### src/hdl/cl4_pkg.sv
// Package with the shared types and constants of the 4-bit character LCD controller.
package cl4_pkg;

    typedef enum logic [3:0] {
        PH_IDLE     = 4'd0,
        PH_PWR_PRE  = 4'd1,
        PH_HI_EN    = 4'd2,
        PH_HI_GAP   = 4'd3,
        PH_LO_EN    = 4'd4,
        PH_LO_GAP   = 4'd5,
        PH_POLL     = 4'd6,
        PH_POST     = 4'd7,
        PH_PWR_POST = 4'd8
    } phase_t;

    typedef enum logic [1:0] {
        ACT_TICK  = 2'd0,
        ACT_WRITE = 2'd1,
        ACT_INIT  = 2'd2,
        ACT_NONE  = 2'd3
    } action_t;

    typedef enum logic [1:0] {
        REG_ENABLE_PULSE = 2'd0,
        REG_POST_WRITE   = 2'd1,
        REG_POWER_WAIT   = 2'd2,
        REG_UNUSED       = 2'd3
    } reg_index_t;

    localparam int TICK_W    = 16;
    localparam int APB_ADDR_W = 4;
    localparam int APB_DATA_W = 32;

    typedef logic [TICK_W-1:0] tick_t;

    localparam logic [7:0] CMD_FUNCTION_SET = 8'h2C;
    localparam logic [7:0] CMD_DISPLAY_ON   = 8'h0C;
    localparam logic [7:0] CMD_ENTRY_MODE   = 8'h06;
    localparam logic [7:0] CMD_CLEAR        = 8'h01;

    function automatic logic [7:0] init_cmd(input logic [1:0] step);
        logic [7:0] cmd;
        case (step)
            2'd0:    cmd = CMD_FUNCTION_SET;
            2'd1:    cmd = CMD_DISPLAY_ON;
            2'd2:    cmd = CMD_ENTRY_MODE;
            default: cmd = CMD_CLEAR;
        endcase
        return cmd;
    endfunction

endpackage

### src/hdl/cl4_in_if.sv
// Request channel interface of the 4-bit character LCD controller.
interface cl4_in_if;
    logic       valid;
    logic       ready;
    logic [1:0] action;
    logic       reg_select;
    logic [7:0] byte_value;
    logic       busy_pin;

    modport source (output valid, action, reg_select, byte_value, busy_pin, input ready);
    modport sink (input valid, action, reg_select, byte_value, busy_pin, output ready);
endinterface

### src/hdl/cl4_out_if.sv
// Result channel interface of the 4-bit character LCD controller.
interface cl4_out_if;
    logic       valid;
    logic       ready;
    logic       pin_rs;
    logic       pin_rw;
    logic       pin_en;
    logic [3:0] pin_data;
    logic       d7_drive;
    logic       ready_res;
    logic       rejected;

    modport source (output valid, pin_rs, pin_rw, pin_en, pin_data, d7_drive, ready_res,
                    rejected, input ready);
    modport sink (input valid, pin_rs, pin_rw, pin_en, pin_data, d7_drive, ready_res,
                  rejected, output ready);
endinterface

### src/hdl/char_lcd_4bit_interface.sv
// Top level of the 4-bit character LCD controller with its APB register port.
//
//   Channel | Dir | Handshake          | Contents
//   req     | in  | valid/ready        | action, reg_select, byte_value, busy_pin
//   rsp     | out | valid/ready        | pin levels, ready_res, rejected
//   apb     | in  | psel/penable/pready| enable_pulse, post_write, power_wait ticks
//
// Each request is handled in the cycle it is accepted and its result is
// registered, so one request per cycle is sustained while the result channel is ready.
// The result register frees up in the same cycle it is taken, so a request is
// accepted whenever the result register is empty or is being read.
// Reset puts the controller idle with all pins low and D7 driven.
module char_lcd_4bit_interface (
    input  logic                           clk,
    input  logic                           rst_n,
    cl4_in_if.sink                         req,
    cl4_out_if.source                      rsp,
    input  logic                           psel,
    input  logic                           penable,
    input  logic                           pwrite,
    input  logic [cl4_pkg::APB_ADDR_W-1:0] paddr,
    input  logic [cl4_pkg::APB_DATA_W-1:0] pwdata,
    output logic [cl4_pkg::APB_DATA_W-1:0] prdata,
    output logic                           pready
);
    import cl4_pkg::*;

    tick_t      enable_pulse_reg;
    tick_t      post_write_reg;
    tick_t      power_wait_reg;
    reg_index_t reg_index;

    phase_t     phase_reg, phase_next;
    tick_t      wait_reg, wait_next;
    logic [7:0] held_byte_reg, held_byte_next;
    logic       held_sel_reg, held_sel_next;
    logic [2:0] init_step_reg, init_step_next;
    logic       init_active_reg, init_active_next;
    logic       rs_reg, rs_next;
    logic       rw_reg, rw_next;
    logic       en_reg, en_next;
    logic       drv_reg, drv_next;
    logic [3:0] data_reg, data_next;

    logic       out_valid_reg;
    logic       rejected_next;
    logic       accept;
    logic       wait_done;
    tick_t      pulse_len;
    logic       start_req;
    logic       start_sel;
    logic [7:0] start_byte;
    logic       finish_req;
    logic [2:0] step_inc;

    // The pin levels are the state itself; only the status bits need a result register.
    logic       ready_res_reg;
    logic       rejected_reg;

    assign reg_index = reg_index_t'(paddr[3:2]);
    assign pready    = 1'b1;

    always_ff @(posedge clk or negedge rst_n)
    begin
        if (!rst_n)
        begin
            enable_pulse_reg <= 16'd1;
            post_write_reg   <= 16'd3;
            power_wait_reg   <= 16'd200;
        end
        else if (psel && penable && pwrite)
        begin
            case (reg_index)
                REG_ENABLE_PULSE: enable_pulse_reg <= pwdata[TICK_W-1:0];
                REG_POST_WRITE:   post_write_reg   <= pwdata[TICK_W-1:0];
                REG_POWER_WAIT:   power_wait_reg   <= pwdata[TICK_W-1:0];
                default:          ;
            endcase
        end
    end

    always_comb
    begin
        case (reg_index)
            REG_ENABLE_PULSE: prdata = {{(APB_DATA_W-TICK_W){1'b0}}, enable_pulse_reg};
            REG_POST_WRITE:   prdata = {{(APB_DATA_W-TICK_W){1'b0}}, post_write_reg};
            REG_POWER_WAIT:   prdata = {{(APB_DATA_W-TICK_W){1'b0}}, power_wait_reg};
            default:          prdata = '0;
        endcase
    end

    assign req.ready = !out_valid_reg || rsp.ready;
    assign accept    = req.valid && req.ready;
    assign pulse_len = (enable_pulse_reg == '0) ? 16'd1 : enable_pulse_reg;
    assign wait_done = (wait_reg <= 16'd1);
    assign step_inc  = init_step_reg + 3'd1;

    always_comb
    begin
        phase_next       = phase_reg;
        wait_next        = wait_reg;
        held_byte_next   = held_byte_reg;
        held_sel_next    = held_sel_reg;
        init_step_next   = init_step_reg;
        init_active_next = init_active_reg;
        rs_next          = rs_reg;
        rw_next          = rw_reg;
        en_next          = en_reg;
        drv_next         = drv_reg;
        data_next        = data_reg;
        rejected_next    = 1'b0;
        start_req        = 1'b0;
        start_sel        = 1'b0;
        start_byte       = '0;
        finish_req       = 1'b0;

        case (action_t'(req.action))
            ACT_TICK:
            begin
                case (phase_reg)
                    PH_IDLE: ;
                    PH_PWR_PRE:
                    begin
                        wait_next = wait_done ? '0 : wait_reg - 16'd1;
                        if (wait_done)
                        begin
                            start_req  = 1'b1;
                            start_byte = init_cmd(2'd0);
                        end
                    end
                    PH_HI_EN:
                    begin
                        wait_next = wait_done ? '0 : wait_reg - 16'd1;
                        if (wait_done)
                        begin
                            en_next    = 1'b0;
                            phase_next = PH_HI_GAP;
                        end
                    end
                    PH_HI_GAP:
                    begin
                        rs_next    = held_sel_reg;
                        rw_next    = 1'b0;
                        en_next    = 1'b1;
                        drv_next   = 1'b1;
                        data_next  = held_byte_reg[3:0];
                        wait_next  = pulse_len;
                        phase_next = PH_LO_EN;
                    end
                    PH_LO_EN:
                    begin
                        wait_next = wait_done ? '0 : wait_reg - 16'd1;
                        if (wait_done)
                        begin
                            en_next    = 1'b0;
                            phase_next = PH_LO_GAP;
                        end
                    end
                    PH_LO_GAP:
                    begin
                        rs_next    = 1'b0;
                        rw_next    = 1'b1;
                        en_next    = 1'b1;
                        drv_next   = 1'b0;
                        data_next  = {1'b0, data_reg[2:0]};
                        phase_next = PH_POLL;
                    end
                    PH_POLL:
                    begin
                        if (!req.busy_pin)
                        begin
                            rs_next   = 1'b0;
                            rw_next   = 1'b0;
                            en_next   = 1'b0;
                            drv_next  = 1'b1;
                            data_next = held_byte_reg[3:0];
                            if (post_write_reg == '0)
                            begin
                                finish_req = 1'b1;
                            end
                            else
                            begin
                                wait_next  = post_write_reg;
                                phase_next = PH_POST;
                            end
                        end
                    end
                    PH_POST:
                    begin
                        wait_next = wait_done ? '0 : wait_reg - 16'd1;
                        finish_req = wait_done;
                    end
                    PH_PWR_POST:
                    begin
                        wait_next = wait_done ? '0 : wait_reg - 16'd1;
                        if (wait_done)
                        begin
                            init_active_next = 1'b0;
                            phase_next       = PH_IDLE;
                        end
                    end
                    default: phase_next = PH_IDLE;
                endcase
            end
            ACT_WRITE:
            begin
                if (phase_reg != PH_IDLE)
                begin
                    rejected_next = 1'b1;
                end
                else
                begin
                    init_active_next = 1'b0;
                    start_req        = 1'b1;
                    start_sel        = req.reg_select;
                    start_byte       = req.byte_value;
                end
            end
            ACT_INIT:
            begin
                if (phase_reg != PH_IDLE)
                begin
                    rejected_next = 1'b1;
                end
                else
                begin
                    rs_next          = 1'b0;
                    rw_next          = 1'b0;
                    en_next          = 1'b0;
                    drv_next         = 1'b1;
                    data_next        = '0;
                    init_active_next = 1'b1;
                    init_step_next   = '0;
                    if (power_wait_reg == '0)
                    begin
                        start_req  = 1'b1;
                        start_byte = init_cmd(2'd0);
                    end
                    else
                    begin
                        wait_next  = power_wait_reg;
                        phase_next = PH_PWR_PRE;
                    end
                end
            end
            default: ;
        endcase

        // End of a byte: go idle, move on through the init commands, or start the final power wait.
        if (finish_req)
        begin
            if (!init_active_reg)
            begin
                phase_next = PH_IDLE;
            end
            else
            begin
                init_step_next = step_inc;
                if (step_inc < 3'd4)
                begin
                    start_req  = 1'b1;
                    start_byte = init_cmd(step_inc[1:0]);
                end
                else if (power_wait_reg == '0)
                begin
                    init_active_next = 1'b0;
                    phase_next       = PH_IDLE;
                end
                else
                begin
                    wait_next  = power_wait_reg;
                    phase_next = PH_PWR_POST;
                end
            end
        end

        if (start_req)
        begin
            held_sel_next  = start_sel;
            held_byte_next = start_byte;
            rs_next        = start_sel;
            rw_next        = 1'b0;
            en_next        = 1'b1;
            drv_next       = 1'b1;
            data_next      = start_byte[7:4];
            wait_next      = pulse_len;
            phase_next     = PH_HI_EN;
        end
    end

    always_ff @(posedge clk or negedge rst_n)
    begin
        if (!rst_n)
        begin
            phase_reg       <= PH_IDLE;
            wait_reg        <= '0;
            held_byte_reg   <= '0;
            held_sel_reg    <= 1'b0;
            init_step_reg   <= '0;
            init_active_reg <= 1'b0;
            rs_reg          <= 1'b0;
            rw_reg          <= 1'b0;
            en_reg          <= 1'b0;
            drv_reg         <= 1'b1;
            data_reg        <= '0;
            out_valid_reg   <= 1'b0;
        end
        else
        begin
            if (accept)
            begin
                phase_reg       <= phase_next;
                wait_reg        <= wait_next;
                held_byte_reg   <= held_byte_next;
                held_sel_reg    <= held_sel_next;
                init_step_reg   <= init_step_next;
                init_active_reg <= init_active_next;
                rs_reg          <= rs_next;
                rw_reg          <= rw_next;
                en_reg          <= en_next;
                drv_reg         <= drv_next;
                data_reg        <= data_next;
                out_valid_reg   <= 1'b1;
            end
            else if (rsp.ready)
            begin
                out_valid_reg <= 1'b0;
            end
        end
    end

    always_ff @(posedge clk or negedge rst_n)
    begin
        if (!rst_n)
        begin
            ready_res_reg <= 1'b1;
            rejected_reg  <= 1'b0;
        end
        else if (accept)
        begin
            ready_res_reg <= (phase_next == PH_IDLE);
            rejected_reg  <= rejected_next;
        end
    end

    assign rsp.valid     = out_valid_reg;
    assign rsp.pin_rs    = rs_reg;
    assign rsp.pin_rw    = rw_reg;
    assign rsp.pin_en    = en_reg;
    assign rsp.pin_data  = data_reg;
    assign rsp.d7_drive  = drv_reg;
    assign rsp.ready_res = ready_res_reg;
    assign rsp.rejected  = rejected_reg;

endmodule

### src/flat_wrapper.sv
// flat-port wrapper written by rule: the top's interface ports become plain ports
module char_lcd_4bit_interface_flat import cl4_pkg::*;
  (clk, rst_n, psel, penable, pwrite, paddr, pwdata, prdata, pready, req_valid, req_action, req_reg_select, req_byte_value, req_busy_pin, req_ready, rsp_valid, rsp_pin_rs, rsp_pin_rw, rsp_pin_en, rsp_pin_data, rsp_d7_drive, rsp_ready_res, rsp_rejected, rsp_ready);
  cl4_in_if req_i ();
  cl4_out_if rsp_i ();
  input  logic clk;
  input  logic rst_n;
  input  logic psel;
  input  logic penable;
  input  logic pwrite;
  input  logic [cl4_pkg::APB_ADDR_W-1:0] paddr;
  input  logic [cl4_pkg::APB_DATA_W-1:0] pwdata;
  output logic [cl4_pkg::APB_DATA_W-1:0] prdata;
  output logic pready;
  input wire logic [$bits(req_i.valid)-1:0] req_valid;
  input wire logic [$bits(req_i.action)-1:0] req_action;
  input wire logic [$bits(req_i.reg_select)-1:0] req_reg_select;
  input wire logic [$bits(req_i.byte_value)-1:0] req_byte_value;
  input wire logic [$bits(req_i.busy_pin)-1:0] req_busy_pin;
  output wire logic [$bits(req_i.ready)-1:0] req_ready;
  output wire logic [$bits(rsp_i.valid)-1:0] rsp_valid;
  output wire logic [$bits(rsp_i.pin_rs)-1:0] rsp_pin_rs;
  output wire logic [$bits(rsp_i.pin_rw)-1:0] rsp_pin_rw;
  output wire logic [$bits(rsp_i.pin_en)-1:0] rsp_pin_en;
  output wire logic [$bits(rsp_i.pin_data)-1:0] rsp_pin_data;
  output wire logic [$bits(rsp_i.d7_drive)-1:0] rsp_d7_drive;
  output wire logic [$bits(rsp_i.ready_res)-1:0] rsp_ready_res;
  output wire logic [$bits(rsp_i.rejected)-1:0] rsp_rejected;
  input wire logic [$bits(rsp_i.ready)-1:0] rsp_ready;
  assign req_i.valid = req_valid;
  assign req_i.action = req_action;
  assign req_i.reg_select = req_reg_select;
  assign req_i.byte_value = req_byte_value;
  assign req_i.busy_pin = req_busy_pin;
  assign req_ready = req_i.ready;
  assign rsp_valid = rsp_i.valid;
  assign rsp_pin_rs = rsp_i.pin_rs;
  assign rsp_pin_rw = rsp_i.pin_rw;
  assign rsp_pin_en = rsp_i.pin_en;
  assign rsp_pin_data = rsp_i.pin_data;
  assign rsp_d7_drive = rsp_i.d7_drive;
  assign rsp_ready_res = rsp_i.ready_res;
  assign rsp_rejected = rsp_i.rejected;
  assign rsp_i.ready = rsp_ready;
  char_lcd_4bit_interface u_core (.clk(clk), .rst_n(rst_n), .req(req_i), .rsp(rsp_i), .psel(psel), .penable(penable), .pwrite(pwrite), .paddr(paddr), .pwdata(pwdata), .prdata(prdata), .pready(pready));
endmodule
### config.mk
export PLATFORM = sky130hd
export DESIGN_NAME = char_lcd_4bit_interface_flat
export DESIGN_NICKNAME = d
export VERILOG_FILES = /design/src/hdl/cl4_pkg.sv /design/src/hdl/cl4_in_if.sv /design/src/hdl/cl4_out_if.sv /design/src/hdl/char_lcd_4bit_interface.sv /design/src/flat_wrapper.sv
export SDC_FILE = /design/constraint.sdc
export NUM_CORES = 1
export LEC_CHECK = 0
export ABC_CLOCK_PERIOD_IN_PS = 2700
export BUFFER_PORTS_ARGS = -buffer_cell sky130_fd_sc_hd__buf_2
export CAP_MARGIN = 20
export CORE_AREA = 5 5 120 122
export CTS_CLUSTER_SIZE = 30
export DETAILED_ROUTE_END_ITERATION = 7
export DIE_AREA = 0 0 125 127
export PLACE_DENSITY = 0.77
export SYNTH_ARGS = -nofsm -noshare
export SYNTH_HDL_FRONTEND = slang
export SYNTH_SLANG_ARGS = --single-unit
### constraint.sdc
create_clock -name clk -period 2.7 [get_ports clk]
set_clock_uncertainty 0.1 [all_clocks]
set_input_delay 0.54 -clock clk [delete_from_list [all_inputs] [get_ports clk]]
set_output_delay 0.54 -clock clk [all_outputs]
set_load 0.005 [all_outputs]
==> results.json <==
{
  "synth_cell_type_count": 70,
  "post_synth_xor_area_fraction": 0.0173,
  "multi_input_comb_area_mm2": 0.00355,
  "initial_core_util": 0.454,
  "yosysSeqAreaShare": 0.372,
  "timing.reg2reg.setup_slack_ps": -90,
  "crit_end": "u_core.wait_reg[1]",
  "layout.cells.non_filler": 984,
  "grt_first_pass_wirelength_mm": 32.8,
  "drt_iter0_drc": 694,
  "timing.critical_path.required_ps": 2820,
  "cts_tree": "yes",
  "critical_path.reg2reg.endpoint": "u_core.wait_reg[1]",
  "layout.nets": 867,
  "commonest_non_fill_non_tap_cell_in_the_layout": "sky130_fd_sc_hd__buf_4",
  "clk_pin_slew_ps": 70,
  "worst_r2r_path_depth": 10,
  "total_overflow_reported_by_the_global_router": 0,
  "worst_slew_margin_rel": 0.598,
  "static-leakage-power_nw": 3.31,
  "hold_slack_ps": 77.0,
  "timing.final.crit_share": 1.03,
  "clock_tree.root_cell": "sky130_fd_sc_hd__clkbuf_16",
  "tns_ps": -316,
  "drt_drc_violations_left": 1,
  "antennaDiodeCount": 0,
  "data_arrival_time_of_the_critical_path_ps": 2910,
  "tritoncts.num_buffers": 9,
  "crit_path_max_fanout": 13,
  "startpoint": "u_core.post_write_reg[2]",
  "placement.cell_area_mm2": 0.00715,
  "run_status": "finished, violations left",
  "finalWeightedCongestion": 0.979,
  "clk_path_buf_depth": 2,
  "wirelength_mm": 20.4,
  "detailed_place_hpwl_mm": 14.8,
  "async_flop_share": 1.00,
  "rsz_0062_raised_after_global_routing": "yes",
  "crit_path_frequent_cell": "sky130_fd_sc_hd__buf_4",
  "number_of_cells_produced_by_synthesis": 651,
  "initial_antenna_violation_count": 0,
  "crit_chain": "nor4_1 -> buf_4 -> and4_1 -> a32oi_1 -> buf_4 -> o211a_4 -> buf_12 -> or3_1 -> o21ai_1 -> a31oi_1",
  "synthMuxAreaShare": 0.137,
  "cts.htree.levels": 3,
  "drt_pass1_iterations": 7,
  "viasPerCell": 6.16,
  "synth_compound_area_frac": 0.228,
  "final-seq-area_mm2": 0.00221,
  "post_synth_fa_ha_maj_area_fraction": 0.0190,
  "main_combinational_cell_family_by_area_after_synthesis": "compound AO/OA/AOI/OAI gates",
  "maxCapViolations": 0,
  "slew_worst_pin_ps": 602,
  "detail-route-antenna-nets": 0,
  "design.die.area_mm2": 0.0159,
  "number_of_enable_type_register_cells_in_the_synthesized_netlist": 0,
  "grt_usage": 0.256,
  "via_count_of_the_first_global_routing_pass": 6183,
  "finalCriticalPeriod_ps": 2790,
  "synth.largest_area_cell": "sky130_fd_sc_hd__dfrtp_1",
  "die_height_um": 127,
  "post_route_cells_drive_above_1_share": 0.370,
  "max_stage_delay_ps": 420,
  "port_buffers": 64,
  "cts.hold.buffers_added": 0,
  "peakVddDrop_uv": 571,
  "powerDensity_mw_per_mm2": 735,
  "fillerInstances": 1157,
  "synth-seq-cells": 88,
  "hold_viol_final": 0,
  "min_path_type": "in2async",
  "fp.dieW_um": 125,
  "most_area_consuming_cells_after_synthesis": "sky130_fd_sc_hd__dfrtp_1, sky130_fd_sc_hd__mux2_2, sky130_fd_sc_hd__o21ai_0",
  "dpl.cell_count": 960,
  "synth_warnings": 0,
  "row_count": 42,
  "detail_route.wl_per_cell_um": 20.7,
  "synth-simple-area-share": 0.160,
  "synthFlopType": "sky130_fd_sc_hd__dfrtp_1",
  "netlist_area_mm2": 0.00594,
  "design.core.area_mm2": 0.0131,
  "grt_max_degree": 51,
  "area_growth_pct": 29.3,
  "cts.sinks": 88,
  "detailroute.via_count": 6057,
  "ios": 100,
  "cp-end-kind": "flop",
  "crit_type": "reg2reg",
  "drv_slew": 0,
  "start_kind": "flop",
  "fmaxAchievable_mhz": 359,
  "worst_case_setup_margin_in_the_final_layout_ps": -85.5,
  "layout.cells.most_common_list": "sky130_fd_sc_hd__buf_4, sky130_fd_sc_hd__dfrtp_1, sky130_fd_sc_hd__nand2_1",
  "clock_latency_on_the_worst_skew_pair_ps": 360,
  "violations_in_the_final_reports": "DRC, setup timing",
  "r2r-start": "u_core.post_write_reg[2]",
  "total_of_endpoints_with_negative_setup_slack_in_the_final_report": 10,
  "area_share_of_the_leading_cell_type_in_the_synthesized_netlist": 0.337,
  "finalInstanceArea_mm2": 0.00768,
  "syn-mean-instance-area_um2": 9.12,
  "crit_slowest_cell": "sky130_fd_sc_hd__nor4_1"
}
stage by stage:
stage,total power (W),setup WS [ps],utilization
finish,0.00564,-85.5,0.587
global route,0.00595,-120,0.587
CTS,0.00554,-39.5,0.577
detailed placement,0.00416,-258,0.547
global placement,0.00409,-207,0.547
floorplan,0.00315,-111,-
Yosys cell counts (all sizes together) (3+ instances only):
library cell  count
dfrtp            80
o21ai            69
nand2            66
mux2             51
clkbuf           37
nor2             30
a21oi            26
buf              25
mux2i            24
nor3             20
nor4             18
inv              17
nand3            11
a22oi            10
a32oi            10
ha                9
a31oi             8
dfstp             8
o211ai            8
xnor2             8
a221oi            7
o31ai             7
or3               7
nand2b            6
nor2b             6
o221ai            6
nand3b            5
a221o             4
a41oi             4
and2              4
o22ai             4
or2               4
or4               4
a22o              3
nor3b             3
o21a              3
o31a              3
critical path, delay by kind of cell, from the launching register on:
family | cells | cell delay [ps]
compound gates | 4 | 540
buf+inv | 3 | 530
flops | 1 | 380
simple gates | 3 | 1100
cell type report:
type,count,area share
tap,176,0.0287
multi-input combinational,500,0.463
timing repair buffer,187,0.171
sequential,88,0.288
clock buffer,10,0.0311
inverter,17,0.00831
clock inverter,6,0.00978
how the worst min path moves through the flow:
| stage | end | slack [ps] | cells after the start |
|---|---|---|---|
| final | u_core.rsp.pin_en | 80 | 1 |
| after global routing | u_core.rsp.pin_en | 120 | 1 |
| after CTS | u_core.rsp.pin_en | 90 | 1 |
| after detailed placement | u_core.rsp.ready_res | 370 | 2 |
| after global placement | u_core.held_byte_reg[1] | 360 | 2 |
| after floorplan | u_core.enable_pulse_reg[10] | 140 | 0 |
cell families after synthesis:
kind of cell	count (synthesis)
AO/OA/AOI/OAI	197
AND/OR/NAND/NOR	191
flip-flops	88
buffers and inverters	79
multiplexers	75
XOR/XNOR	10
adder cells (fa/ha/maj)	9
other	2
power by group:
part	total [W]	leakage, nW	internal (W)	switching [W]
sequential	0.00196	1.08	0.00164	0.000322
clock	0.00134	0.151	0.000756	0.000584
combinational	0.00234	2.08	0.00111	0.00123
total	0.00564	3.31	0.00351	0.00213
routing by layer:
layer  share of wire  vias up  GRT usage
li1                -     2710          -
met1            0.41     2957      0.329
met2            0.48      334      0.424
met3           0.081       56     0.0472
met4           0.033        0      0.111
met5               0        -          0
repair_timing:
item                                    in CTS  in global routing
pin swaps                                    2                  6
resized for setup                           16                 22
cloned                                       0                  1
endpoints found under the setup margin      31                 33
buffers inserted                             2                  5
(Power assumes the default switching activity.)
